==> config.mk <==
export PLATFORM = sky130hd
export DESIGN_NAME = multibit_level_quantize_pack_core_flat
export DESIGN_NICKNAME = d
export VERILOG_FILES = /design/src/rtl/core/mlq_pkg.sv /design/src/rtl/core/mlq_in_if.sv /design/src/rtl/core/mlq_out_if.sv /design/src/rtl/core/multibit_level_quantize_pack_core.sv /design/src/rtl/core/mlq_search.sv /design/src/rtl/core/mlq_pack.sv /design/src/flat_wrapper.sv
export SDC_FILE = /design/constraint.sdc
export NUM_CORES = 1
export LEC_CHECK = 0
export ABC_CLOCK_PERIOD_IN_PS = 7000
export BUFFER_PORTS_ARGS = -buffer_cell sky130_fd_sc_hd__buf_2
export CELL_PAD_IN_SITES_DETAIL_PLACEMENT = 0
export CELL_PAD_IN_SITES_GLOBAL_PLACEMENT = 1
export CORE_MARGIN = 5
export CORE_UTILIZATION = 45
export CTS_BUF_LIST = sky130_fd_sc_hd__clkbuf_4 sky130_fd_sc_hd__clkbuf_8
export CTS_CLUSTER_SIZE = 12
export DETAILED_ROUTE_END_ITERATION = 6
export PLACE_DENSITY_LB_ADDON = 0.1
export SLEW_MARGIN = 40
export SYNTH_ARGS = -nofsm -noshare
export SYNTH_HDL_FRONTEND = slang
export SYNTH_SLANG_ARGS = --single-unit
export TNS_END_PERCENT = 1
==> constraint.sdc <==
create_clock -name clk -period 7 [get_ports clk]
set_input_delay 1.4 -clock clk [delete_from_list [all_inputs] [get_ports clk]]
set_output_delay 1.4 -clock clk [all_outputs]
set_load 0.005 [all_outputs]
==> src/rtl/core/mlq_pkg.sv <==
// ----------------------------------------------------------------------------
// mlq_pkg
// Shared types, widths and register indexes for the multibit level quantizer.
// ----------------------------------------------------------------------------
package mlq_pkg;

  localparam int SCALE_REGS = 4;
  localparam int SCALE_W    = 16;
  localparam int SAMPLE_W   = 16;
  localparam int WORD_W     = 32;
  localparam int POS_W      = 5;
  localparam int CODE_W     = SCALE_REGS;
  localparam int STEP_W     = CODE_W + 1;
  localparam int LVL_W      = 20;
  localparam int DIST_W     = LVL_W;
  localparam int BITS_W     = 3;
  localparam int PLANE_W    = 2;
  localparam int WIDX_W     = 7;
  localparam int CFG_ADDR_W = 3;
  localparam int CFG_DATA_W = 16;
  localparam int SEL_W      = 2;

  localparam logic [POS_W-1:0] POS_LAST = POS_W'(WORD_W - 1);

  localparam logic [CFG_ADDR_W-1:0] REG_BITS   = 3'd0;
  localparam logic [CFG_ADDR_W-1:0] REG_SCALE0 = 3'd1;
  localparam logic [CFG_ADDR_W-1:0] REG_SCALE1 = 3'd2;
  localparam logic [CFG_ADDR_W-1:0] REG_SCALE2 = 3'd3;
  localparam logic [CFG_ADDR_W-1:0] REG_SCALE3 = 3'd4;

  localparam logic [SCALE_W-1:0] SCALE_RESET = 16'd4096;
  localparam logic [BITS_W-1:0]  BITS_RESET  = 3'd1;

  typedef logic [SCALE_REGS-1:0][SCALE_W-1:0] scale_vec_t;

  typedef enum logic [1:0] {
    SR_IDLE,
    SR_INIT,
    SR_SCAN,
    SR_DONE
  } search_state_t;

  typedef struct packed {
    logic              valid;
    logic [CODE_W-1:0] code;
    logic              last;
  } search_res_t;

  // index of the lowest set bit, value must be nonzero
  function automatic logic [SEL_W-1:0] trailing_zeros(input logic [CODE_W-1:0] v);
    logic [SEL_W-1:0] r;
    r = 2'd0;
    if (v[0]) begin
      r = 2'd0;
    end else if (v[1]) begin
      r = 2'd1;
    end else if (v[2]) begin
      r = 2'd2;
    end else begin
      r = 2'd3;
    end
    return r;
  endfunction

endpackage

==> src/rtl/core/mlq_in_if.sv <==
// ----------------------------------------------------------------------------
// mlq_in_if
// Sample channel: valid/ready handshake with one Q4.12 sample per beat.
// ----------------------------------------------------------------------------
interface mlq_in_if;
  import mlq_pkg::*;

  logic                       valid;
  logic                       ready;
  logic signed [SAMPLE_W-1:0] sample;
  logic                       last;

  modport source (output valid, output sample, output last, input ready);
  modport sink   (input valid, input sample, input last, output ready);

endinterface

==> src/rtl/core/mlq_out_if.sv <==
// ----------------------------------------------------------------------------
// mlq_out_if
// Packed word channel: one bit-plane word per beat.
// ----------------------------------------------------------------------------
interface mlq_out_if;
  import mlq_pkg::*;

  logic               valid;
  logic               ready;
  logic [PLANE_W-1:0] plane;
  logic [WIDX_W-1:0]  word_index;
  logic [WORD_W-1:0]  word;
  logic               run_last;
  logic               vector_end;

  modport source (output valid, output plane, output word_index, output word,
                  output run_last, output vector_end, input ready);
  modport sink   (input valid, input plane, input word_index, input word,
                  input run_last, input vector_end, output ready);

endinterface

==> src/rtl/core/multibit_level_quantize_pack_core.sv <==
// ----------------------------------------------------------------------------
// multibit_level_quantize_pack_core
// Quantizes Q4.12 samples to the nearest of 2^n levels and packs the code
// bits into 32-bit bit-plane words.
// ----------------------------------------------------------------------------
// A new sample is accepted only after the search of the previous one is
// done; n below is the active bit count. In the search unit a single adder
// first builds the level of code zero, one active scale at a time, then
// walks all 2^n codes in Gray order, one code a cycle, against one distance
// comparator. When a sample closes a group of 32 or carries the last mark,
// the n plane words follow, plane 0 first, one beat each, and no sample is
// taken until the last of them has been accepted. Configuration writes take
// effect at the next clock edge and belong to idle time.
module multibit_level_quantize_pack_core
  import mlq_pkg::*;
#(
  parameter int MAX_BITS   = 4,
  parameter int MAX_GROUPS = 128
) (
  input  logic                  clk,
  input  logic                  rst_n,
  input  logic                  cfg_we,
  input  logic [CFG_ADDR_W-1:0] cfg_addr,
  input  logic [CFG_DATA_W-1:0] cfg_wdata,
  mlq_in_if.sink                in_bus,
  mlq_out_if.source             out_bus
);

  localparam int PLANES = (MAX_BITS < SCALE_REGS) ? MAX_BITS : SCALE_REGS;
  localparam logic [BITS_W-1:0] N_LIMIT = BITS_W'(PLANES);

  logic [BITS_W-1:0] bits_r, bits_nxt;
  scale_vec_t        scale_r, scale_nxt;

  logic [BITS_W-1:0] n_eff;
  logic              start;
  logic              search_idle;
  logic              pack_busy;
  search_res_t       res;

  always_ff @(posedge clk) begin
    if (!rst_n) begin
      bits_r  <= BITS_RESET;
      scale_r <= {SCALE_REGS{SCALE_RESET}};
    end else begin
      bits_r  <= bits_nxt;
      scale_r <= scale_nxt;
    end
  end

  always_comb begin
    bits_nxt  = bits_r;
    scale_nxt = scale_r;
    if (cfg_we) begin
      case (cfg_addr)
        REG_BITS:   bits_nxt     = cfg_wdata[BITS_W-1:0];
        REG_SCALE0: scale_nxt[0] = cfg_wdata[SCALE_W-1:0];
        REG_SCALE1: scale_nxt[1] = cfg_wdata[SCALE_W-1:0];
        REG_SCALE2: scale_nxt[2] = cfg_wdata[SCALE_W-1:0];
        REG_SCALE3: scale_nxt[3] = cfg_wdata[SCALE_W-1:0];
        default: begin
          bits_nxt = bits_r;
        end
      endcase
    end
  end

  // zero acts as one bit, large counts clamp to the plane count
  always_comb begin
    if (bits_r == '0) begin
      n_eff = BITS_W'(1);
    end else if (bits_r > N_LIMIT) begin
      n_eff = N_LIMIT;
    end else begin
      n_eff = bits_r;
    end
  end

  assign in_bus.ready = search_idle && !pack_busy;
  assign start        = in_bus.valid && in_bus.ready;

  mlq_search u_search (
    .clk      (clk),
    .rst_n    (rst_n),
    .start_i  (start),
    .sample_i (in_bus.sample),
    .last_i   (in_bus.last),
    .n_i      (n_eff),
    .scales_i (scale_r),
    .idle_o   (search_idle),
    .res_o    (res)
  );

  mlq_pack #(
    .PLANES     (PLANES),
    .MAX_GROUPS (MAX_GROUPS)
  ) u_pack (
    .clk     (clk),
    .rst_n   (rst_n),
    .res_i   (res),
    .n_i     (n_eff),
    .busy_o  (pack_busy),
    .out_bus (out_bus)
  );

  a_busy_after_beat: assert property (@(posedge clk) disable iff (!rst_n)
    start |=> !in_bus.ready)
    else $error("sample taken while the previous one is still in search");

endmodule

==> src/rtl/core/mlq_search.sv <==
// ----------------------------------------------------------------------------
// mlq_search
// Nearest-level search: one adder walks the codes in Gray order, one
// comparator keeps the best (distance, level, code).
// ----------------------------------------------------------------------------
module mlq_search
  import mlq_pkg::*;
(
  input  logic                       clk,
  input  logic                       rst_n,
  input  logic                       start_i,
  input  logic signed [SAMPLE_W-1:0] sample_i,
  input  logic                       last_i,
  input  logic [BITS_W-1:0]          n_i,
  input  scale_vec_t                 scales_i,
  output logic                       idle_o,
  output search_res_t                res_o
);

  search_state_t              state_r, state_nxt;
  logic signed [SAMPLE_W-1:0] sample_r, sample_nxt;
  logic                       last_r, last_nxt;
  logic [SEL_W-1:0]           bidx_r, bidx_nxt;
  logic [CODE_W-1:0]          k_r, k_nxt;
  logic signed [LVL_W-1:0]    level_r, level_nxt;
  logic [DIST_W-1:0]          best_dist_r, best_dist_nxt;
  logic signed [LVL_W-1:0]    best_lvl_r, best_lvl_nxt;
  logic [CODE_W-1:0]          best_code_r, best_code_nxt;

  logic [STEP_W-1:0]          last_k;
  logic [BITS_W-1:0]          n_m1;
  logic [CODE_W-1:0]          gray;
  logic [CODE_W-1:0]          kp1;
  logic [CODE_W-1:0]          gray_next;
  logic [SEL_W-1:0]           flip;
  logic [SEL_W-1:0]           sel_idx;
  logic signed [LVL_W-1:0]    scale_ext;
  logic signed [LVL_W-1:0]    operand;
  logic signed [LVL_W-1:0]    level_sum;
  logic signed [LVL_W:0]      diff;
  logic [LVL_W:0]             diff_abs;
  logic [DIST_W-1:0]          cur_dist;
  logic                       better;

  assign last_k    = STEP_W'((STEP_W'(1) << n_i) - STEP_W'(1));
  assign n_m1      = n_i - BITS_W'(1);
  assign gray      = k_r ^ (k_r >> 1);
  assign kp1       = k_r + CODE_W'(1);
  assign gray_next = kp1 ^ (kp1 >> 1);
  assign flip      = trailing_zeros(kp1);

  // one scale read port, shared by the offset build-up and the code walk
  assign sel_idx   = (state_r == SR_INIT) ? bidx_r : flip;
  assign scale_ext = $signed({{(LVL_W-SCALE_W){1'b0}}, scales_i[sel_idx]});

  always_comb begin
    if (state_r == SR_INIT) begin
      operand = -scale_ext;
    end else if (gray_next[flip]) begin
      operand = scale_ext <<< 1;
    end else begin
      operand = -(scale_ext <<< 1);
    end
  end

  assign level_sum = level_r + operand;

  assign diff     = $signed({{(LVL_W+1-SAMPLE_W){sample_r[SAMPLE_W-1]}}, sample_r})
                  - $signed({level_r[LVL_W-1], level_r});
  assign diff_abs = diff[LVL_W] ? (LVL_W+1)'(0) - diff : diff;
  assign cur_dist = diff_abs[DIST_W-1:0];

  // lexicographic order on distance, then level, then code
  assign better = (k_r == '0) || (cur_dist < best_dist_r) ||
                  ((cur_dist == best_dist_r) &&
                   ((level_r < best_lvl_r) ||
                    ((level_r == best_lvl_r) && (gray < best_code_r))));

  always_ff @(posedge clk) begin
    if (!rst_n) begin
      state_r <= SR_IDLE;
    end else begin
      state_r <= state_nxt;
    end
    sample_r    <= sample_nxt;
    last_r      <= last_nxt;
    bidx_r      <= bidx_nxt;
    k_r         <= k_nxt;
    level_r     <= level_nxt;
    best_dist_r <= best_dist_nxt;
    best_lvl_r  <= best_lvl_nxt;
    best_code_r <= best_code_nxt;
  end

  always_comb begin
    state_nxt     = state_r;
    sample_nxt    = sample_r;
    last_nxt      = last_r;
    bidx_nxt      = bidx_r;
    k_nxt         = k_r;
    level_nxt     = level_r;
    best_dist_nxt = best_dist_r;
    best_lvl_nxt  = best_lvl_r;
    best_code_nxt = best_code_r;
    res_o         = '0;
    case (state_r)
      SR_IDLE: begin
        if (start_i) begin
          sample_nxt = sample_i;
          last_nxt   = last_i;
          level_nxt  = '0;
          bidx_nxt   = '0;
          state_nxt  = SR_INIT;
        end
      end
      SR_INIT: begin
        // level of code zero is minus the sum of the active scales
        level_nxt = level_sum;
        bidx_nxt  = bidx_r + SEL_W'(1);
        if ({1'b0, bidx_r} == n_m1) begin
          k_nxt     = '0;
          state_nxt = SR_SCAN;
        end
      end
      SR_SCAN: begin
        if (better) begin
          best_dist_nxt = cur_dist;
          best_lvl_nxt  = level_r;
          best_code_nxt = gray;
        end
        if ({1'b0, k_r} == last_k) begin
          state_nxt = SR_DONE;
        end else begin
          level_nxt = level_sum;
          k_nxt     = kp1;
        end
      end
      SR_DONE: begin
        res_o.valid = 1'b1;
        res_o.code  = best_code_r;
        res_o.last  = last_r;
        state_nxt   = SR_IDLE;
      end
      default: begin
        state_nxt = SR_IDLE;
      end
    endcase
  end

  assign idle_o = (state_r == SR_IDLE);

  a_scan_in_range: assert property (@(posedge clk) disable iff (!rst_n)
    (state_r == SR_SCAN) |-> ({1'b0, k_r} <= last_k))
    else $error("code walk ran past the last code");

  a_code_fits: assert property (@(posedge clk) disable iff (!rst_n)
    res_o.valid |-> ((STEP_W'(res_o.code) >> n_i) == '0))
    else $error("chosen code uses bits above the active count");

endmodule

==> src/rtl/core/mlq_pack.sv <==
// ----------------------------------------------------------------------------
// mlq_pack
// Bit-plane packer: sets code bits into plane words and emits one word per
// active plane when a group fills or the vector ends.
// ----------------------------------------------------------------------------
module mlq_pack
  import mlq_pkg::*;
#(
  parameter int PLANES     = 4,
  parameter int MAX_GROUPS = 128
) (
  input  logic              clk,
  input  logic              rst_n,
  input  search_res_t       res_i,
  input  logic [BITS_W-1:0] n_i,
  output logic              busy_o,
  mlq_out_if.source         out_bus
);

  localparam int PIW = (PLANES > 1) ? $clog2(PLANES) : 1;
  localparam int GW  = (MAX_GROUPS > 1) ? $clog2(MAX_GROUPS) : 1;
  localparam logic [GW-1:0] GRP_LAST = GW'(MAX_GROUPS - 1);

  logic [PLANES-1:0][WORD_W-1:0] words_r, words_nxt;
  logic [POS_W-1:0]              pos_r, pos_nxt;
  logic [GW-1:0]                 grp_r, grp_nxt;
  logic                          emit_r, emit_nxt;
  logic [PIW-1:0]                p_r, p_nxt;
  logic                          vend_r, vend_nxt;

  logic                          final_plane;
  logic [GW+WIDX_W-1:0]          grp_ext;

  assign final_plane = (BITS_W'(p_r) == n_i - BITS_W'(1));
  assign grp_ext     = {{WIDX_W{1'b0}}, grp_r};

  always_ff @(posedge clk) begin
    if (!rst_n) begin
      words_r <= '0;
      pos_r   <= '0;
      grp_r   <= '0;
      emit_r  <= 1'b0;
      p_r     <= '0;
      vend_r  <= 1'b0;
    end else begin
      words_r <= words_nxt;
      pos_r   <= pos_nxt;
      grp_r   <= grp_nxt;
      emit_r  <= emit_nxt;
      p_r     <= p_nxt;
      vend_r  <= vend_nxt;
    end
  end

  always_comb begin
    words_nxt = words_r;
    pos_nxt   = pos_r;
    grp_nxt   = grp_r;
    emit_nxt  = emit_r;
    p_nxt     = p_r;
    vend_nxt  = vend_r;
    if (res_i.valid) begin
      for (int b = 0; b < PLANES; b++) begin
        if (BITS_W'(b) < n_i) begin
          words_nxt[b][pos_r] = words_r[b][pos_r] | res_i.code[b];
        end
      end
      if ((pos_r == POS_LAST) || res_i.last) begin
        emit_nxt = 1'b1;
        p_nxt    = '0;
        vend_nxt = res_i.last;
      end else begin
        pos_nxt = pos_r + POS_W'(1);
      end
    end
    if (emit_r && out_bus.ready) begin
      if (final_plane) begin
        emit_nxt  = 1'b0;
        words_nxt = '0;
        pos_nxt   = '0;
        if (vend_r || (grp_r == GRP_LAST)) begin
          grp_nxt = '0;
        end else begin
          grp_nxt = grp_r + GW'(1);
        end
      end else begin
        p_nxt = p_r + PIW'(1);
      end
    end
  end

  assign out_bus.valid      = emit_r;
  assign out_bus.plane      = PLANE_W'(p_r);
  assign out_bus.word_index = grp_ext[WIDX_W-1:0];
  assign out_bus.word       = words_r[p_r];
  assign out_bus.run_last   = final_plane;
  assign out_bus.vector_end = vend_r;
  assign busy_o             = emit_r;

  a_plane_active: assert property (@(posedge clk) disable iff (!rst_n)
    emit_r |-> (BITS_W'(p_r) < n_i))
    else $error("emitting a plane above the active bit count");

endmodule

==> src/flat_wrapper.sv <==
// flat-port wrapper written by rule: the top's interface ports become plain ports
module multibit_level_quantize_pack_core_flat import mlq_pkg::*;
#(
  parameter int MAX_BITS   = 4,
  parameter int MAX_GROUPS = 128
)
  (clk, rst_n, cfg_we, cfg_addr, cfg_wdata, in_bus_valid, in_bus_sample, in_bus_last, in_bus_ready, out_bus_valid, out_bus_plane, out_bus_word_index, out_bus_word, out_bus_run_last, out_bus_vector_end, out_bus_ready);
  mlq_in_if in_bus_i ();
  mlq_out_if out_bus_i ();
  input  logic clk;
  input  logic rst_n;
  input  logic cfg_we;
  input  logic [CFG_ADDR_W-1:0] cfg_addr;
  input  logic [CFG_DATA_W-1:0] cfg_wdata;
  input wire logic [$bits(in_bus_i.valid)-1:0] in_bus_valid;
  input wire logic [$bits(in_bus_i.sample)-1:0] in_bus_sample;
  input wire logic [$bits(in_bus_i.last)-1:0] in_bus_last;
  output wire logic [$bits(in_bus_i.ready)-1:0] in_bus_ready;
  output wire logic [$bits(out_bus_i.valid)-1:0] out_bus_valid;
  output wire logic [$bits(out_bus_i.plane)-1:0] out_bus_plane;
  output wire logic [$bits(out_bus_i.word_index)-1:0] out_bus_word_index;
  output wire logic [$bits(out_bus_i.word)-1:0] out_bus_word;
  output wire logic [$bits(out_bus_i.run_last)-1:0] out_bus_run_last;
  output wire logic [$bits(out_bus_i.vector_end)-1:0] out_bus_vector_end;
  input wire logic [$bits(out_bus_i.ready)-1:0] out_bus_ready;
  assign in_bus_i.valid = in_bus_valid;
  assign in_bus_i.sample = in_bus_sample;
  assign in_bus_i.last = in_bus_last;
  assign in_bus_ready = in_bus_i.ready;
  assign out_bus_valid = out_bus_i.valid;
  assign out_bus_plane = out_bus_i.plane;
  assign out_bus_word_index = out_bus_i.word_index;
  assign out_bus_word = out_bus_i.word;
  assign out_bus_run_last = out_bus_i.run_last;
  assign out_bus_vector_end = out_bus_i.vector_end;
  assign out_bus_i.ready = out_bus_ready;
  multibit_level_quantize_pack_core #(.MAX_BITS(MAX_BITS), .MAX_GROUPS(MAX_GROUPS)) u_core (.clk(clk), .rst_n(rst_n), .cfg_we(cfg_we), .cfg_addr(cfg_addr), .cfg_wdata(cfg_wdata), .in_bus(in_bus_i), .out_bus(out_bus_i));
endmodule
==> results.ini <==
[global_routing]
grt_start_max_net_pins = 77
grtUsageTotal = 0.2228
grt_overflow_total = 0
grt_pass1_vias = 13980
grt_pass1_wl_microns = 79090
antenna_found_initial = 2

[worst_setup_path]
worstRegToRegCells = 23
cp.required_ps = 7360
critPathMaxStageDelay_ps = 530
cp.arrival_ps = 6630
cp_slowest_cell = edfxtp_1
cp_top_family = simple AND/OR/NAND/NOR gates
cp_num_cells = 23
critical_path_class = flip-flop to flip-flop
crit_chain = inv_1 > ha_1 > inv_1 > ha_1 > nor3b_1 > a21oi_4 > mux4_2 > nor4_2 > nand3b_1 > or3_1 > xor2_1 > nand2_1 > o21ai_1 > ha_1 > a21o_1 > a2111oi_0 > o211ai_1 > o211ai_1 > nor2_1 > o41ai_1 > o21a_1 > nand2b_1 > mux2i_1
end_kind = flip-flop
startpoint_type = flip-flop
cp_max_fo = 9
worstPathBufferInverterCount = 2
cpMostUsedCell = ha_1

[sta]
clock_skew_ps = 40.12
finalHoldViolCount = 0
period_needed_ps = 6265
worstMarginPinSlew_ps = 828.1
fin_crit_sh = 0.8950
timing.hold.ws_ps = 462.4
drv_slew = 0
max_freq_mhz = 159.6
setup_viol = 0
relSlewSlack = 0.4480
setup_tns_ps = 0
rsz0062_at_grt = false

[logic_synthesis]
synth_top_area_share = 0.2379
syn_inst = 1876
syn_area_per_cell_sq_um = 9.553
mappedNetlistArea_sq_mm = 0.01792
synth_top_flop_cell = dfxtp_1
synth_edf_count = 87
async_flop_share = 0
yosys_warnings = 0
yosys-top-cells-count = nand2_1, dfxtp_1, a21oi_1
synth.net_count = 2025
yosysTopAreaCell = dfxtp_1
synth_area_leaders = dfxtp_1, edfxtp_1, mux4_2
ys_seq_area_frac = 0.3837
synth_most_common_cell = nand2_1
ys_types = 90
synth-seq-cells = 300

[die]
core_sq_mm = 0.03955
num_rows = 73
dieArea_sq_mm = 0.04392
start_util = 0.4532
ios = 86
die_x_microns = 209.6
die_y_microns = 209.6

[clocking]
cts_resized = 0
clock_path_buffers = 3
ctsHoldBuffers = 0
cts-root-buf = clkbuf_8
cts.sink_count = 300
cts_tree = built
htreeDepth = 2
cts_buffers = 54
cts.clk_slew.worst_paths_ps = 70
clock_latency_ps = 650
postCtsSetupBuffers = 0

[placed_design]
place_inst = 2404
portBuffers = 85
dpl_cell_area_sq_mm = 0.01887
gp_congestion = 0.8461
hpwlAfterDp_microns = 34450

[final_layout]
final_cells = 2500
area_growth_pct = 11.58
nets = 2084
drive_gt1_frac = 0.1611
postLayoutCellArea_sq_mm = 0.02000
fin_util = 0.5056

[hold_path]
hold_depth = 2
hp-class = flip-flop to flip-flop

[drt]
wl_microns = 49740
vias = 14390
initialDrtViolationCount = 886
firstDrtPassIters = 5
via_per_inst = 5.754
routedWlPerCell_microns = 19.90
route.detailed.drc = 0
postRouteAntennaNets = 0

[power_and_ir_drop]
p_per_area_mw_per_mm2 = 435.3
p_leak_nw = 7.578
max-vdd-ir-drop_mv = 0.1789

[status]
outcome = finished, final reports clean

[flow_run]
max-cap-violations = 0

tightest hold or removal path, stage by stage (launching register included):
cell and delay (ps):
dfxtp_1 310, nand2_1 50, a21boi_0 60
through the flow:
stage	worst slack, ps	power, mW
floorplan	616.0	5.883
global placement	924.1	6.931
detailed placement	750.1	7.012
CTS	697.6	8.799
global route	246.9	9.443
finish	734.7	8.705
layout by cell type, fill, tap and decap left out, drive strengths merged, types with 25 or more instances in the layout:
cell type / instances
xnor2: 50
a21oi: 156
clkbuf: 79
mux2i: 49
a21boi: 64
mux4: 66
buf: 112
o21ai: 55
nand2: 216
dfxtp: 213
nand3: 25
ha: 106
edfxtp: 87
and2: 27
nor2: 127
inv: 93
a211oi: 137
xor2: 30
logic make-up (layout without fill, tap and decap cells):
family                   after synthesis  in the layout  share of synthesized area
AND/OR/NAND/NOR                      541            541                     0.1445
adder cells (fa/ha/maj)              108            108                    0.07624
XOR/XNOR                              80             80                    0.03951
multiplexers                         122            122                     0.1154
flip-flops                           300            300                     0.3837
other                                  0              1                          0
buffers and inverters                202            300                    0.04468
AO/OA/AOI/OAI                        523            523                     0.1960
final cells by class:
cell class	instances	area (sq um)
inverter	93	349.1
sequential	300	6884
tap	525	656.9
clock inverter	16	146.4
timing repair buffer	112	655.6
clock buffer	79	974.7
fill	3704	19550
multi-input combinational	1374	10330
antenna	1	2.502
path summary, 6_finish.rpt:
check	startpoint	endpoint	slack, ps
min reg2reg	u_core.scale_r[7]$_SDFFE_PN0P_	u_core.scale_r[7]$_SDFFE_PN0P_	460
max	u_core.u_search.k_r[0]$_SDFFCE_PN0P_	u_core.u_search.level_r[19]$_SDFFCE_PP0P_	730
min	u_core.scale_r[7]$_SDFFE_PN0P_	u_core.scale_r[7]$_SDFFE_PN0P_	460
max reg2reg	u_core.u_search.k_r[0]$_SDFFCE_PN0P_	u_core.u_search.level_r[19]$_SDFFCE_PP0P_	730
flip-flops by register name, indices dropped and copies added, names as in the netlist, 3 cells and up:
signal,cells
u_core.u_search.k_r,4
u_core.u_search.best_lvl_r,20
u_core.u_search.best_code_r,4
u_core.bits_r,3
u_core.u_pack.words_r,128
u_core.u_search.best_dist_r,20
u_core.u_pack.pos_r,5
u_core.u_search.level_r,20
u_core.scale_r,64
u_core.u_pack.out_bus.word_index,7
u_core.u_search.sample_r,16
metal layers:
| layer | vias to the layer above | track usage | wire length, microns |
|---|---|---|---|
| li1 | 7015 | - | - |
| met1 | 6975 | 0.3048 | 22810 |
| met2 | 319 | 0.3660 | 23350 |
| met3 | 75 | 0.03528 | 2405 |
| met4 | 2 | 0.06728 | 1156 |
| met5 | - | 0 | 13 |
power breakdown:
part,switching [mW],internal [mW],leakage (nW)
Combinational,2.71,1.90,4.43
Clock,0.772,0.967,0.599
Sequential,0.178,2.18,2.55
Total,3.66,5.05,7.58
Note: power is estimated with default switching activity, not from simulation.
